### config.mk
export PLATFORM = sky130hd
export DESIGN_NAME = mouse_delta_camera_rotator
export DESIGN_NICKNAME = d
export VERILOG_FILES = /design/src/rtl/mdcr_pkg.sv /design/src/rtl/mdcr_datapath.sv /design/src/rtl/mdcr_ctrl.sv /design/src/rtl/mouse_delta_camera_rotator.sv
export SDC_FILE = /design/constraint.sdc
export NUM_CORES = 2
export LEC_CHECK = 0
export BUFFER_PORTS_ARGS = -buffer_cell sky130_fd_sc_hd__buf_2
export CORE_MARGIN = 2
export CORE_UTILIZATION = 65
export DETAILED_ROUTE_END_ITERATION = 10
export PLACE_DENSITY = 0.89
export SYNTH_ARGS = -nofsm -noshare
export SYNTH_HDL_FRONTEND = slang
export SYNTH_SLANG_ARGS = --single-unit
export TNS_END_PERCENT = 1
### constraint.sdc
create_clock -name clock -period 13.85 [get_ports clock]
set_input_delay 0 -clock clock [delete_from_list [all_inputs] [get_ports clock]]
set_output_delay 0 -clock clock [all_outputs]
set_load 0.01 [all_outputs]
### src/rtl/mdcr_pkg.sv
// Shared types, constants and the arctangent table for the mouse delta camera rotator.
// No dependencies; every other file of the block refers to it by scoped names.
package mdcr_pkg;

   // Defaults for the top-level parameters
   localparam int ANGLE_BITS_DEF    = 24;
   localparam int CORDIC_STAGES_DEF = 16;

   // Component and working widths
   localparam int COMP_W     = 16;
   localparam int GUARD_BITS = 8;
   localparam int WORK_W     = COMP_W + GUARD_BITS + 3;
   localparam int Z_W        = 33;
   localparam int PROD_W     = WORK_W + 33;

   // Inverse CORDIC gain, unsigned Q0.32
   localparam logic [31:0] INV_GAIN = 32'h9B74EDA8;

   // Register reset values
   localparam logic [15:0] SENS_RST    = 16'd8011;
   localparam logic [15:0] DIR_X_RST   = 16'h0000;
   localparam logic [15:0] DIR_Y_RST   = 16'hC000;
   localparam logic [15:0] PLANE_X_RST = 16'd10813;
   localparam logic [15:0] PLANE_Y_RST = 16'h0000;

   // Register indexes
   localparam logic [2:0] REG_SENS    = 3'd0;
   localparam logic [2:0] REG_DIR_X   = 3'd1;
   localparam logic [2:0] REG_DIR_Y   = 3'd2;
   localparam logic [2:0] REG_PLANE_X = 3'd3;
   localparam logic [2:0] REG_PLANE_Y = 3'd4;

   // Component slots in the datapath
   localparam logic [1:0] COMP_DIR_X   = 2'd0;
   localparam logic [1:0] COMP_DIR_Y   = 2'd1;
   localparam logic [1:0] COMP_PLANE_X = 2'd2;
   localparam logic [1:0] COMP_PLANE_Y = 2'd3;

   typedef enum logic [6:0] {
      ST_IDLE  = 7'b0000001,
      ST_ANGLE = 7'b0000010,
      ST_LOAD  = 7'b0000100,
      ST_ITER  = 7'b0001000,
      ST_GMUL  = 7'b0010000,
      ST_GWR   = 7'b0100000,
      ST_DONE  = 7'b1000000
   } state_type;

   // Controller to datapath
   typedef struct packed {
      logic       capture;
      logic       angle;
      logic       load;
      logic       iter;
      logic [4:0] stage;
      logic       gmul;
      logic       gwr;
      logic [1:0] comp;
      logic       publish;
   } cmd_type;

   // Datapath to controller
   typedef struct packed {
      logic ang_zero;
   } status_type;

   // atan(2^-i) in units of 2^-32 turn
   function automatic logic [31:0] atan_turn(input logic [4:0] idx);
      logic [31:0] r;
      unique case (idx)
         5'd0:  r = 32'h20000000;
         5'd1:  r = 32'h12E4051E;
         5'd2:  r = 32'h09FB385B;
         5'd3:  r = 32'h051111D4;
         5'd4:  r = 32'h028B0D43;
         5'd5:  r = 32'h0145D7E1;
         5'd6:  r = 32'h00A2F61E;
         5'd7:  r = 32'h00517C55;
         5'd8:  r = 32'h0028BE53;
         5'd9:  r = 32'h00145F2F;
         5'd10: r = 32'h000A2F98;
         5'd11: r = 32'h000517CC;
         5'd12: r = 32'h00028BE6;
         5'd13: r = 32'h000145F3;
         5'd14: r = 32'h0000A2FA;
         5'd15: r = 32'h0000517D;
         5'd16: r = 32'h000028BE;
         5'd17: r = 32'h0000145F;
         5'd18: r = 32'h00000A30;
         5'd19: r = 32'h00000518;
         5'd20: r = 32'h0000028C;
         5'd21: r = 32'h00000146;
         5'd22: r = 32'h000000A3;
         5'd23: r = 32'h00000051;
         5'd24: r = 32'h00000029;
         5'd25: r = 32'h00000014;
         5'd26: r = 32'h0000000A;
         5'd27: r = 32'h00000005;
         5'd28: r = 32'h00000003;
         5'd29: r = 32'h00000001;
         5'd30: r = 32'h00000001;
         5'd31: r = 32'h00000000;
      endcase
      return r;
   endfunction

endpackage

### src/rtl/mdcr_datapath.sv
// Datapath: delta angle multiply, angle fold, two-lane iterative CORDIC, gain multiply.
// Holds the vector state and the result register. Depends on mdcr_pkg.
module mdcr_datapath #(
   parameter int ANGLE_BITS = mdcr_pkg::ANGLE_BITS_DEF
) (
   input  logic                      clock,
   input  logic                      reset,
   input  mdcr_pkg::cmd_type         cmd,
   output mdcr_pkg::status_type      status,
   input  logic signed [15:0]        req_pointer_x,
   input  logic [15:0]               sensitivity,
   input  logic [3:0]                cfg_load,
   input  logic [15:0]               cfg_data,
   output logic signed [15:0]        rsp_view_dir_x,
   output logic signed [15:0]        rsp_view_dir_y,
   output logic signed [15:0]        rsp_cam_plane_x,
   output logic signed [15:0]        rsp_cam_plane_y
);

   localparam int WW = mdcr_pkg::WORK_W;
   localparam int PW = mdcr_pkg::PROD_W;
   localparam int GB = mdcr_pkg::GUARD_BITS;
   localparam logic signed [32:0] QUARTER = 33'sd1073741824;
   localparam logic signed [32:0] HALF    = 33'sd2147483648;

   logic signed [15:0]         px_ff, prev_ff;
   logic [ANGLE_BITS-1:0]      ang_ff;
   logic signed [32:0]         z_ff;
   logic signed [WW-1:0]       work_ff [4];
   logic signed [15:0]         vec_ff [4];
   logic signed [PW-1:0]       prod_ff;

   // Angle from pointer delta
   logic signed [16:0] delta;
   logic signed [33:0] ang_prod;
   assign delta    = 17'(px_ff) - 17'(prev_ff);
   assign ang_prod = delta * $signed({1'b0, sensitivity});

   // Left-align and fold into plus or minus a quarter turn
   logic [31:0]        a32;
   logic signed [32:0] zs, z_fold;
   logic               flip;
   always_comb begin
      a32  = 32'(ang_ff) << (32 - ANGLE_BITS);
      zs   = 33'($signed(a32));
      flip = (zs > QUARTER) || (zs < -QUARTER);
      if (!flip) begin
         z_fold = zs;
      end else if (zs > 33'sd0) begin
         z_fold = zs - HALF;
      end else begin
         z_fold = zs + HALF;
      end
   end

   // One CORDIC micro-rotation on both lanes
   logic signed [WW-1:0] work_in [4];
   logic signed [32:0]   z_in;
   logic signed [32:0]   atan_z;
   assign atan_z = 33'(mdcr_pkg::atan_turn(cmd.stage));
   always_comb begin
      if (z_ff >= 33'sd0) begin
         work_in[0] = work_ff[0] - (work_ff[1] >>> cmd.stage);
         work_in[1] = work_ff[1] + (work_ff[0] >>> cmd.stage);
         work_in[2] = work_ff[2] - (work_ff[3] >>> cmd.stage);
         work_in[3] = work_ff[3] + (work_ff[2] >>> cmd.stage);
         z_in       = z_ff - atan_z;
      end else begin
         work_in[0] = work_ff[0] + (work_ff[1] >>> cmd.stage);
         work_in[1] = work_ff[1] - (work_ff[0] >>> cmd.stage);
         work_in[2] = work_ff[2] + (work_ff[3] >>> cmd.stage);
         work_in[3] = work_ff[3] - (work_ff[2] >>> cmd.stage);
         z_in       = z_ff + atan_z;
      end
   end

   // Gain compensation, round half up, saturate
   logic signed [PW-1:0] prod_in, rounded, shifted;
   logic signed [15:0]   sat_val;
   assign prod_in = work_ff[cmd.comp] * $signed({1'b0, mdcr_pkg::INV_GAIN});
   always_comb begin
      rounded = prod_ff + (PW'(1) <<< (31 + GB));
      shifted = rounded >>> (32 + GB);
      if (shifted > PW'(32767)) begin
         sat_val = 16'sh7FFF;
      end else if (shifted < -PW'(32768)) begin
         sat_val = 16'sh8000;
      end else begin
         sat_val = shifted[15:0];
      end
   end

   // Capture, angle and CORDIC working registers
   always_ff @(posedge clock) begin
      if (reset) begin
         prev_ff <= '0;
      end else if (cmd.angle) begin
         prev_ff <= px_ff;
      end
      if (cmd.capture) begin
         px_ff <= req_pointer_x;
      end
      if (cmd.angle) begin
         ang_ff <= ang_prod[ANGLE_BITS-1:0];
      end
      if (cmd.load) begin
         z_ff <= z_fold;
         for (int k = 0; k < 4; k++) begin
            work_ff[k] <= flip ? -(WW'(vec_ff[k]) <<< GB) : (WW'(vec_ff[k]) <<< GB);
         end
      end else if (cmd.iter) begin
         z_ff <= z_in;
         for (int k = 0; k < 4; k++) begin
            work_ff[k] <= work_in[k];
         end
      end
      if (cmd.gmul) begin
         prod_ff <= prod_in;
      end
   end

   // Vector state: start registers at reset and on writes, rotated values after gain
   always_ff @(posedge clock) begin
      if (reset) begin
         vec_ff[mdcr_pkg::COMP_DIR_X]   <= mdcr_pkg::DIR_X_RST;
         vec_ff[mdcr_pkg::COMP_DIR_Y]   <= mdcr_pkg::DIR_Y_RST;
         vec_ff[mdcr_pkg::COMP_PLANE_X] <= mdcr_pkg::PLANE_X_RST;
         vec_ff[mdcr_pkg::COMP_PLANE_Y] <= mdcr_pkg::PLANE_Y_RST;
      end else begin
         for (int k = 0; k < 4; k++) begin
            if (cfg_load[k]) begin
               vec_ff[k] <= cfg_data;
            end else if (cmd.gwr && (cmd.comp == 2'(k))) begin
               vec_ff[k] <= sat_val;
            end
         end
      end
   end

   // Result register
   always_ff @(posedge clock) begin
      if (cmd.publish) begin
         rsp_view_dir_x  <= vec_ff[mdcr_pkg::COMP_DIR_X];
         rsp_view_dir_y  <= vec_ff[mdcr_pkg::COMP_DIR_Y];
         rsp_cam_plane_x <= vec_ff[mdcr_pkg::COMP_PLANE_X];
         rsp_cam_plane_y <= vec_ff[mdcr_pkg::COMP_PLANE_Y];
      end
   end

   assign status.ang_zero = (ang_ff == '0);

endmodule

### src/rtl/mdcr_ctrl.sv
// Controller: sequences capture, angle, CORDIC iterations, gain and result hand-off.
// Owns the handshakes and the first-event flag. Depends on mdcr_pkg.
module mdcr_ctrl #(
   parameter int CORDIC_STAGES = mdcr_pkg::CORDIC_STAGES_DEF
) (
   input  logic                 clock,
   input  logic                 reset,
   input  logic                 req_valid,
   output logic                 req_ready,
   output logic                 rsp_valid,
   input  logic                 rsp_ready,
   output mdcr_pkg::cmd_type    cmd,
   input  mdcr_pkg::status_type status
);

   localparam int STAGE_W = $clog2(CORDIC_STAGES);
   localparam logic [STAGE_W-1:0] LAST_STAGE = STAGE_W'(CORDIC_STAGES - 1);

   mdcr_pkg::state_type state_ff, state_in;
   logic [STAGE_W-1:0]  stage_ff, stage_in;
   logic [1:0]          comp_ff, comp_in;
   logic                first_ff, first_in;
   logic                rsp_valid_ff, rsp_valid_in;
   logic                slot_free;

   assign slot_free = !rsp_valid_ff || rsp_ready;
   assign req_ready = (state_ff == mdcr_pkg::ST_IDLE);
   assign rsp_valid = rsp_valid_ff;

   // Next state and commands
   always_comb begin
      state_in     = state_ff;
      stage_in     = stage_ff;
      comp_in      = comp_ff;
      first_in     = first_ff;
      rsp_valid_in = rsp_valid_ff && !rsp_ready;
      cmd          = '0;
      cmd.stage    = 5'(stage_ff);
      cmd.comp     = comp_ff;
      unique case (state_ff)
         mdcr_pkg::ST_IDLE: begin
            if (req_valid) begin
               cmd.capture = 1'b1;
               state_in    = mdcr_pkg::ST_ANGLE;
            end
         end
         mdcr_pkg::ST_ANGLE: begin
            cmd.angle = 1'b1;
            state_in  = mdcr_pkg::ST_LOAD;
         end
         mdcr_pkg::ST_LOAD: begin
            first_in = 1'b0;
            if (first_ff || status.ang_zero) begin
               state_in = mdcr_pkg::ST_DONE;
            end else begin
               cmd.load = 1'b1;
               stage_in = '0;
               state_in = mdcr_pkg::ST_ITER;
            end
         end
         mdcr_pkg::ST_ITER: begin
            cmd.iter = 1'b1;
            if (stage_ff == LAST_STAGE) begin
               comp_in  = mdcr_pkg::COMP_DIR_X;
               state_in = mdcr_pkg::ST_GMUL;
            end else begin
               stage_in = stage_ff + STAGE_W'(1);
            end
         end
         mdcr_pkg::ST_GMUL: begin
            cmd.gmul = 1'b1;
            state_in = mdcr_pkg::ST_GWR;
         end
         mdcr_pkg::ST_GWR: begin
            cmd.gwr = 1'b1;
            if (comp_ff == mdcr_pkg::COMP_PLANE_Y) begin
               state_in = mdcr_pkg::ST_DONE;
            end else begin
               comp_in  = comp_ff + 2'd1;
               state_in = mdcr_pkg::ST_GMUL;
            end
         end
         mdcr_pkg::ST_DONE: begin
            // hold until the result register is free
            if (slot_free) begin
               cmd.publish  = 1'b1;
               rsp_valid_in = 1'b1;
               state_in     = mdcr_pkg::ST_IDLE;
            end
         end
         default: begin
            state_in = mdcr_pkg::ST_IDLE;
         end
      endcase
   end

   always_ff @(posedge clock) begin
      if (reset) begin
         state_ff     <= mdcr_pkg::ST_IDLE;
         stage_ff     <= '0;
         comp_ff      <= '0;
         first_ff     <= 1'b1;
         rsp_valid_ff <= 1'b0;
      end else begin
         state_ff     <= state_in;
         stage_ff     <= stage_in;
         comp_ff      <= comp_in;
         first_ff     <= first_in;
         rsp_valid_ff <= rsp_valid_in;
      end
   end

   // An accepted beat starts the angle step
   a_accept_to_angle: assert property (@(posedge clock) disable iff (reset)
      (req_valid && req_ready) |=> (state_ff == mdcr_pkg::ST_ANGLE))
      else $error("accepted beat did not start the angle step");

   // A result never overwrites one that is still waiting
   a_publish_free: assert property (@(posedge clock) disable iff (reset)
      cmd.publish |-> (!rsp_valid_ff || rsp_ready))
      else $error("result published over a waiting beat");

   // The first event never rotates
   a_first_no_rotate: assert property (@(posedge clock) disable iff (reset)
      cmd.load |-> !first_ff)
      else $error("rotation started on the first event");

   // The iteration loop leaves only after the last stage
   a_iter_count: assert property (@(posedge clock) disable iff (reset)
      (state_ff == mdcr_pkg::ST_ITER && state_in != mdcr_pkg::ST_ITER)
         |-> (stage_ff == LAST_STAGE))
      else $error("CORDIC loop left early");

endmodule

### src/rtl/mouse_delta_camera_rotator.sv
// Mouse delta camera rotator: takes one horizontal pointer position per beat and returns the
// view direction and camera plane vectors (Q2.14) after rotating both by delta times
// sensitivity. The first beat after reset only records the position. An event that rotates
// is done, and the next beat can be accepted, only once the iterative CORDIC (16 stages by
// default) that runs one micro-rotation per cycle and a single gain multiplier used once per
// component have finished; the first event and an event whose angle wraps to zero skip both.
// A finished result waits in its own register, so the next beat is accepted while it is still
// pending. Registers at byte addresses 0..16: sensitivity, start_dir_x, start_dir_y,
// start_plane_x, start_plane_y; writing a start register also loads that vector component
// at once. Write registers only while idle.
// Depends on mdcr_pkg, mdcr_ctrl and mdcr_datapath.
module mouse_delta_camera_rotator #(
   parameter int ANGLE_BITS    = mdcr_pkg::ANGLE_BITS_DEF,
   parameter int CORDIC_STAGES = mdcr_pkg::CORDIC_STAGES_DEF
) (
   input  logic               clock,
   input  logic               reset,
   input  logic               req_valid,
   output logic               req_ready,
   input  logic signed [15:0] req_pointer_x,
   output logic               rsp_valid,
   input  logic               rsp_ready,
   output logic signed [15:0] rsp_view_dir_x,
   output logic signed [15:0] rsp_view_dir_y,
   output logic signed [15:0] rsp_cam_plane_x,
   output logic signed [15:0] rsp_cam_plane_y,
   input  logic               psel,
   input  logic               penable,
   input  logic               pwrite,
   input  logic [4:0]         paddr,
   input  logic [31:0]        pwdata,
   output logic [31:0]        prdata,
   output logic               pready
);

   logic [15:0] sens_ff, dir_x_ff, dir_y_ff, plane_x_ff, plane_y_ff;
   logic        wr_en;
   logic [2:0]  reg_idx;
   logic [3:0]  cfg_load;

   mdcr_pkg::cmd_type    cmd;
   mdcr_pkg::status_type status;

   assign pready  = 1'b1;
   assign wr_en   = psel && penable && pwrite && pready;
   assign reg_idx = paddr[4:2];

   // Load strobes for the vector state
   always_comb begin
      cfg_load = '0;
      if (wr_en) begin
         cfg_load[mdcr_pkg::COMP_DIR_X]   = (reg_idx == mdcr_pkg::REG_DIR_X);
         cfg_load[mdcr_pkg::COMP_DIR_Y]   = (reg_idx == mdcr_pkg::REG_DIR_Y);
         cfg_load[mdcr_pkg::COMP_PLANE_X] = (reg_idx == mdcr_pkg::REG_PLANE_X);
         cfg_load[mdcr_pkg::COMP_PLANE_Y] = (reg_idx == mdcr_pkg::REG_PLANE_Y);
      end
   end

   // Configuration registers
   always_ff @(posedge clock) begin
      if (reset) begin
         sens_ff    <= mdcr_pkg::SENS_RST;
         dir_x_ff   <= mdcr_pkg::DIR_X_RST;
         dir_y_ff   <= mdcr_pkg::DIR_Y_RST;
         plane_x_ff <= mdcr_pkg::PLANE_X_RST;
         plane_y_ff <= mdcr_pkg::PLANE_Y_RST;
      end else if (wr_en) begin
         unique case (reg_idx)
            mdcr_pkg::REG_SENS:    sens_ff    <= pwdata[15:0];
            mdcr_pkg::REG_DIR_X:   dir_x_ff   <= pwdata[15:0];
            mdcr_pkg::REG_DIR_Y:   dir_y_ff   <= pwdata[15:0];
            mdcr_pkg::REG_PLANE_X: plane_x_ff <= pwdata[15:0];
            mdcr_pkg::REG_PLANE_Y: plane_y_ff <= pwdata[15:0];
            default: ;
         endcase
      end
   end

   // Read back, start registers sign-extended
   always_comb begin
      unique case (reg_idx)
         mdcr_pkg::REG_SENS:    prdata = {16'h0000, sens_ff};
         mdcr_pkg::REG_DIR_X:   prdata = {{16{dir_x_ff[15]}}, dir_x_ff};
         mdcr_pkg::REG_DIR_Y:   prdata = {{16{dir_y_ff[15]}}, dir_y_ff};
         mdcr_pkg::REG_PLANE_X: prdata = {{16{plane_x_ff[15]}}, plane_x_ff};
         mdcr_pkg::REG_PLANE_Y: prdata = {{16{plane_y_ff[15]}}, plane_y_ff};
         default:               prdata = '0;
      endcase
   end

   mdcr_ctrl #(
      .CORDIC_STAGES (CORDIC_STAGES)
   ) u_ctrl (
      .clock     (clock),
      .reset     (reset),
      .req_valid (req_valid),
      .req_ready (req_ready),
      .rsp_valid (rsp_valid),
      .rsp_ready (rsp_ready),
      .cmd       (cmd),
      .status    (status)
   );

   mdcr_datapath #(
      .ANGLE_BITS (ANGLE_BITS)
   ) u_datapath (
      .clock           (clock),
      .reset           (reset),
      .cmd             (cmd),
      .status          (status),
      .req_pointer_x   (req_pointer_x),
      .sensitivity     (sens_ff),
      .cfg_load        (cfg_load),
      .cfg_data        (pwdata[15:0]),
      .rsp_view_dir_x  (rsp_view_dir_x),
      .rsp_view_dir_y  (rsp_view_dir_y),
      .rsp_cam_plane_x (rsp_cam_plane_x),
      .rsp_cam_plane_y (rsp_cam_plane_y)
   );

endmodule

==> results.yml <==
detailed_routing:
  routedWlPerCell_um: 23.05
  routed_wl_um: 162800
  drt_iter0_drc: 5065
  vias_per_cell: 6.376
  drc: 0
  first_pass_iters: 8
  postRouteAntennaNets: 0
  route.vias.total: 45050
worst_setup_path:
  crit_slowest_cell: "xnor2_2"
  crit_path_max_fanout: 16
  reg2reg_slack_ns: 4.61
  cpPeakStageDelay_ns: 0.74
  r2r-start: "u_datapath.px_ff[0]"
  cp_common_cell: "fa_1"
  critPathArrivalTime_ns: 9.62
  path_class: "reg -> reg"
  cp-end-kind: "flop"
  cp_data_required_time_ns: 14.23
  start_kind: "flop"
  crit_start: "u_datapath.px_ff[0]"
synth:
  synth_cell_types: 89
  yosys.area.top_type: "fa_1"
  netlist_instances: 5848
  synthTopCellsByCount: "inv_1, nand2_1, fa_1"
  ys_ff_latch: 473
  ys_seq_area_share_pct: 22.94
  synth_area_leaders: "fa_1, edfxtp_1, ha_1"
  synth_top_area_share_pct: 19.02
  ys_dominant_reg_cell: "edfxtp_1"
  syn-mean-instance-area_sq_um: 9.522
  async_flop_share_pct: 0
  synth_area_sq_um: 55680
  yosysWarnings: 0
  mappedNetlistNets: 6959
  synth.most_common_cell: "inv_1"
  synth_edf_count: 330
die:
  fp-row-count: 107
  die_y_um: 296.7
  io_pins: 159
  dieArea_sq_um: 88030
  core_sq_um: 85010
  die_w_um: 296.7
  initial_utilization_pct: 65.50
min_path:
  holdCritPathClass: "in -> reg"
  hp-start: "req_pointer_x[3]"
sta:
  fin_crit_sh_pct: 66.75
  rsz0062_at_grt: "no"
  fin_skew_ns: 0.06266
  hold_violations: 0
  period_minus_slack_ns: 9.245
  slew_violations: 0
  timing.final.ws_setup_ns: 4.605
  fmax_mhz: 108.2
  setup_tns_ns: 0
  worstMarginPinSlew_ns: 1.218
  max-slew-margin-rel_pct: 18.62
  setup-violations-final: 0
global_routing:
  grt_usage_pct: 37.67
  grt_overflow_total: 0
  grt_pass1_wl_um: 254300
  grt_max_degree: 101
  grt_pass1_vias: 45510
  antenna_found_initial: 7
cells_and_area:
  syn_to_final_growth_pct: 6.581
  final_area_sq_um: 59350
  nNetsFinal: 6985
  fillers: 6145
  register_area_sq_um: 12790
  multiInputGateArea_sq_um: 38710
  drive_above_1_share_pct: 8.618
power_and_ir_drop:
  pwr-share-seq_pct: 18.4
  total_power_uw: 10390
  p_int_uw: 5261
  total_leakage_power_uw: 0.02577
  switching_share_pct: 49.37
  power.switching_uw: 5131
  combPwrFrac_pct: 67.3
  cellPowerDensity_nw_per_um2: 175.1
  power.share.clock_pct: 14.2
  vdd_drop_max_v: 0.001235
clock_network:
  post_cts_resized: 0
  cts_buffer_depth: 3
  cts_post_setup_buffers_inserted: 0
  cts_root_buf: "clkbuf_16"
  cts.sinks: 473
  ctsHtreeMaxLevel: 2
  cts_buffers: 52
  cts_tree: "built"
  clkTransAtPathRegs_ns: 0.07
  insertion_delay_ns: 0.68
run_status:
  status: "completed"
job:
  max-cap-violations: 0
placement:
  place_area_sq_um: 57150
  io_buffers: 139
  pre_cts_ws_ns: 4.691
  place_hpwl_um: 125500
  place_congestion: 1.007
[layer usage]
| layer | part of all wire, % | vias to the layer above | GRT usage, % |
|---|---|---|---|
| met5 | 0.021 | - | 0 |
| met4 | 7.9 | 6 | 24.88 |
| met3 | 10 | 611 | 6.986 |
| met2 | 45 | 2737 | 58.51 |
| met1 | 36 | 21850 | 48.56 |
| li1 | - | 19850 | - |
[logic make-up (layout without fill, tap and decap cells)]
group / Yosys count / count (layout) / share of synthesized area, %
AND/OR/NAND/NOR: 1496 / 1496 / 12.67
buffers and inverters: 1106 / 1176 / 7.680
AO/OA/AOI/OAI: 1086 / 1086 / 11.85
adder cells (fa/ha/maj): 1051 / 1051 / 30.75
flip-flops: 473 / 473 / 22.94
XOR/XNOR: 380 / 380 / 6.026
multiplexers: 255 / 255 / 8.082
other: 1 / 4 / 0.006734
[power by group through the flow]
stage	logic (uW)	clock network (uW)	registers, uW
after floorplan	4470	0	1930
after global placement	6530	0	1940
after detailed placement	6750	0	1950
after CTS	6810	1470	1920
after global routing	7490	1530	1920
final	7000	1480	1910
[flip-flops by register name, summed over array words and instances (netlist names), 21 cells and up, named ones only]
register	count
u_datapath.vec_ff	64
u_datapath.work_ff	108
u_datapath.z_ff	33
u_datapath.prod_ff	21
u_datapath.ang_ff	24
u_datapath.atan_z	30
[final timing paths]
check,end,cells after the start
worst max register to register,u_datapath.ang_ff[23],30
worst min register to register,plane_y_ff[3],2
worst max-delay path,u_datapath.ang_ff[23],30
worst min-delay path,u_datapath.px_ff[3],2
[area by class of cell]
type | instances | share of cell area, %
multi-input combinational | 4269 | 65.23
sequential | 473 | 21.54
inverter | 860 | 5.439
tap | 1144 | 2.412
clock buffer | 61 | 2.355
timing repair buffer | 218 | 2.340
clock inverter | 37 | 0.6725
antenna | 3 | 0.01265
[stage by stage]
stage	util [%]	hold slack, ns	std cells
2_1_floorplan	-	0.09887	5848
3_3_place_gp	67.23	0.1770	6925
3_5_place_dp	67.23	0.1781	6925
4_1_cts	69.80	0.03299	7062
5_1_grt	69.80	0.06098	7062
6_report	69.81	0.04702	7065
[worst max-delay path: cells and delay by family (launching register included)]
kind | cells | cell delay [ns]
adders and majority gates | 9 | 4.00
and+or+nand+nor | 6 | 1.35
AOI/OAI and AO/OA | 6 | 1.43
buffers and inverters | 6 | 0.40
xor gates and xnor gates | 3 | 1.41
DFF | 1 | 0.36
[repair_timing]
| action | 4_1_cts | 5_1_grt |
|---|---|---|
| setup endpoints to repair | 0 | 0 |
| endpoints found under the hold margin | 163 | 0 |
| hold buffers | 39 | 0 |
[placed cells by master, fill, tap and decap left out, types with 52 or more instances in the layout]
master,netlist,final
inv_1,857,856
nand2_1,602,602
fa_1,529,529
ha_1,522,522
a21oi_1,404,403
edfxtp_1,330,330
nor2_1,323,322
o21ai_0,252,251
xnor2_1,200,197
xor2_1,178,178
dfxtp_1,143,138
buf_2,24,138
mux4_2,131,131
and2_1,116,116
a21o_1,76,76
nor2b_1,76,75
nand2b_1,70,70
nor3_1,64,64
mux2i_1,57,56
clkbuf_16,0,54
mux2_2,52,52
(Power assumes the default switching activity.)
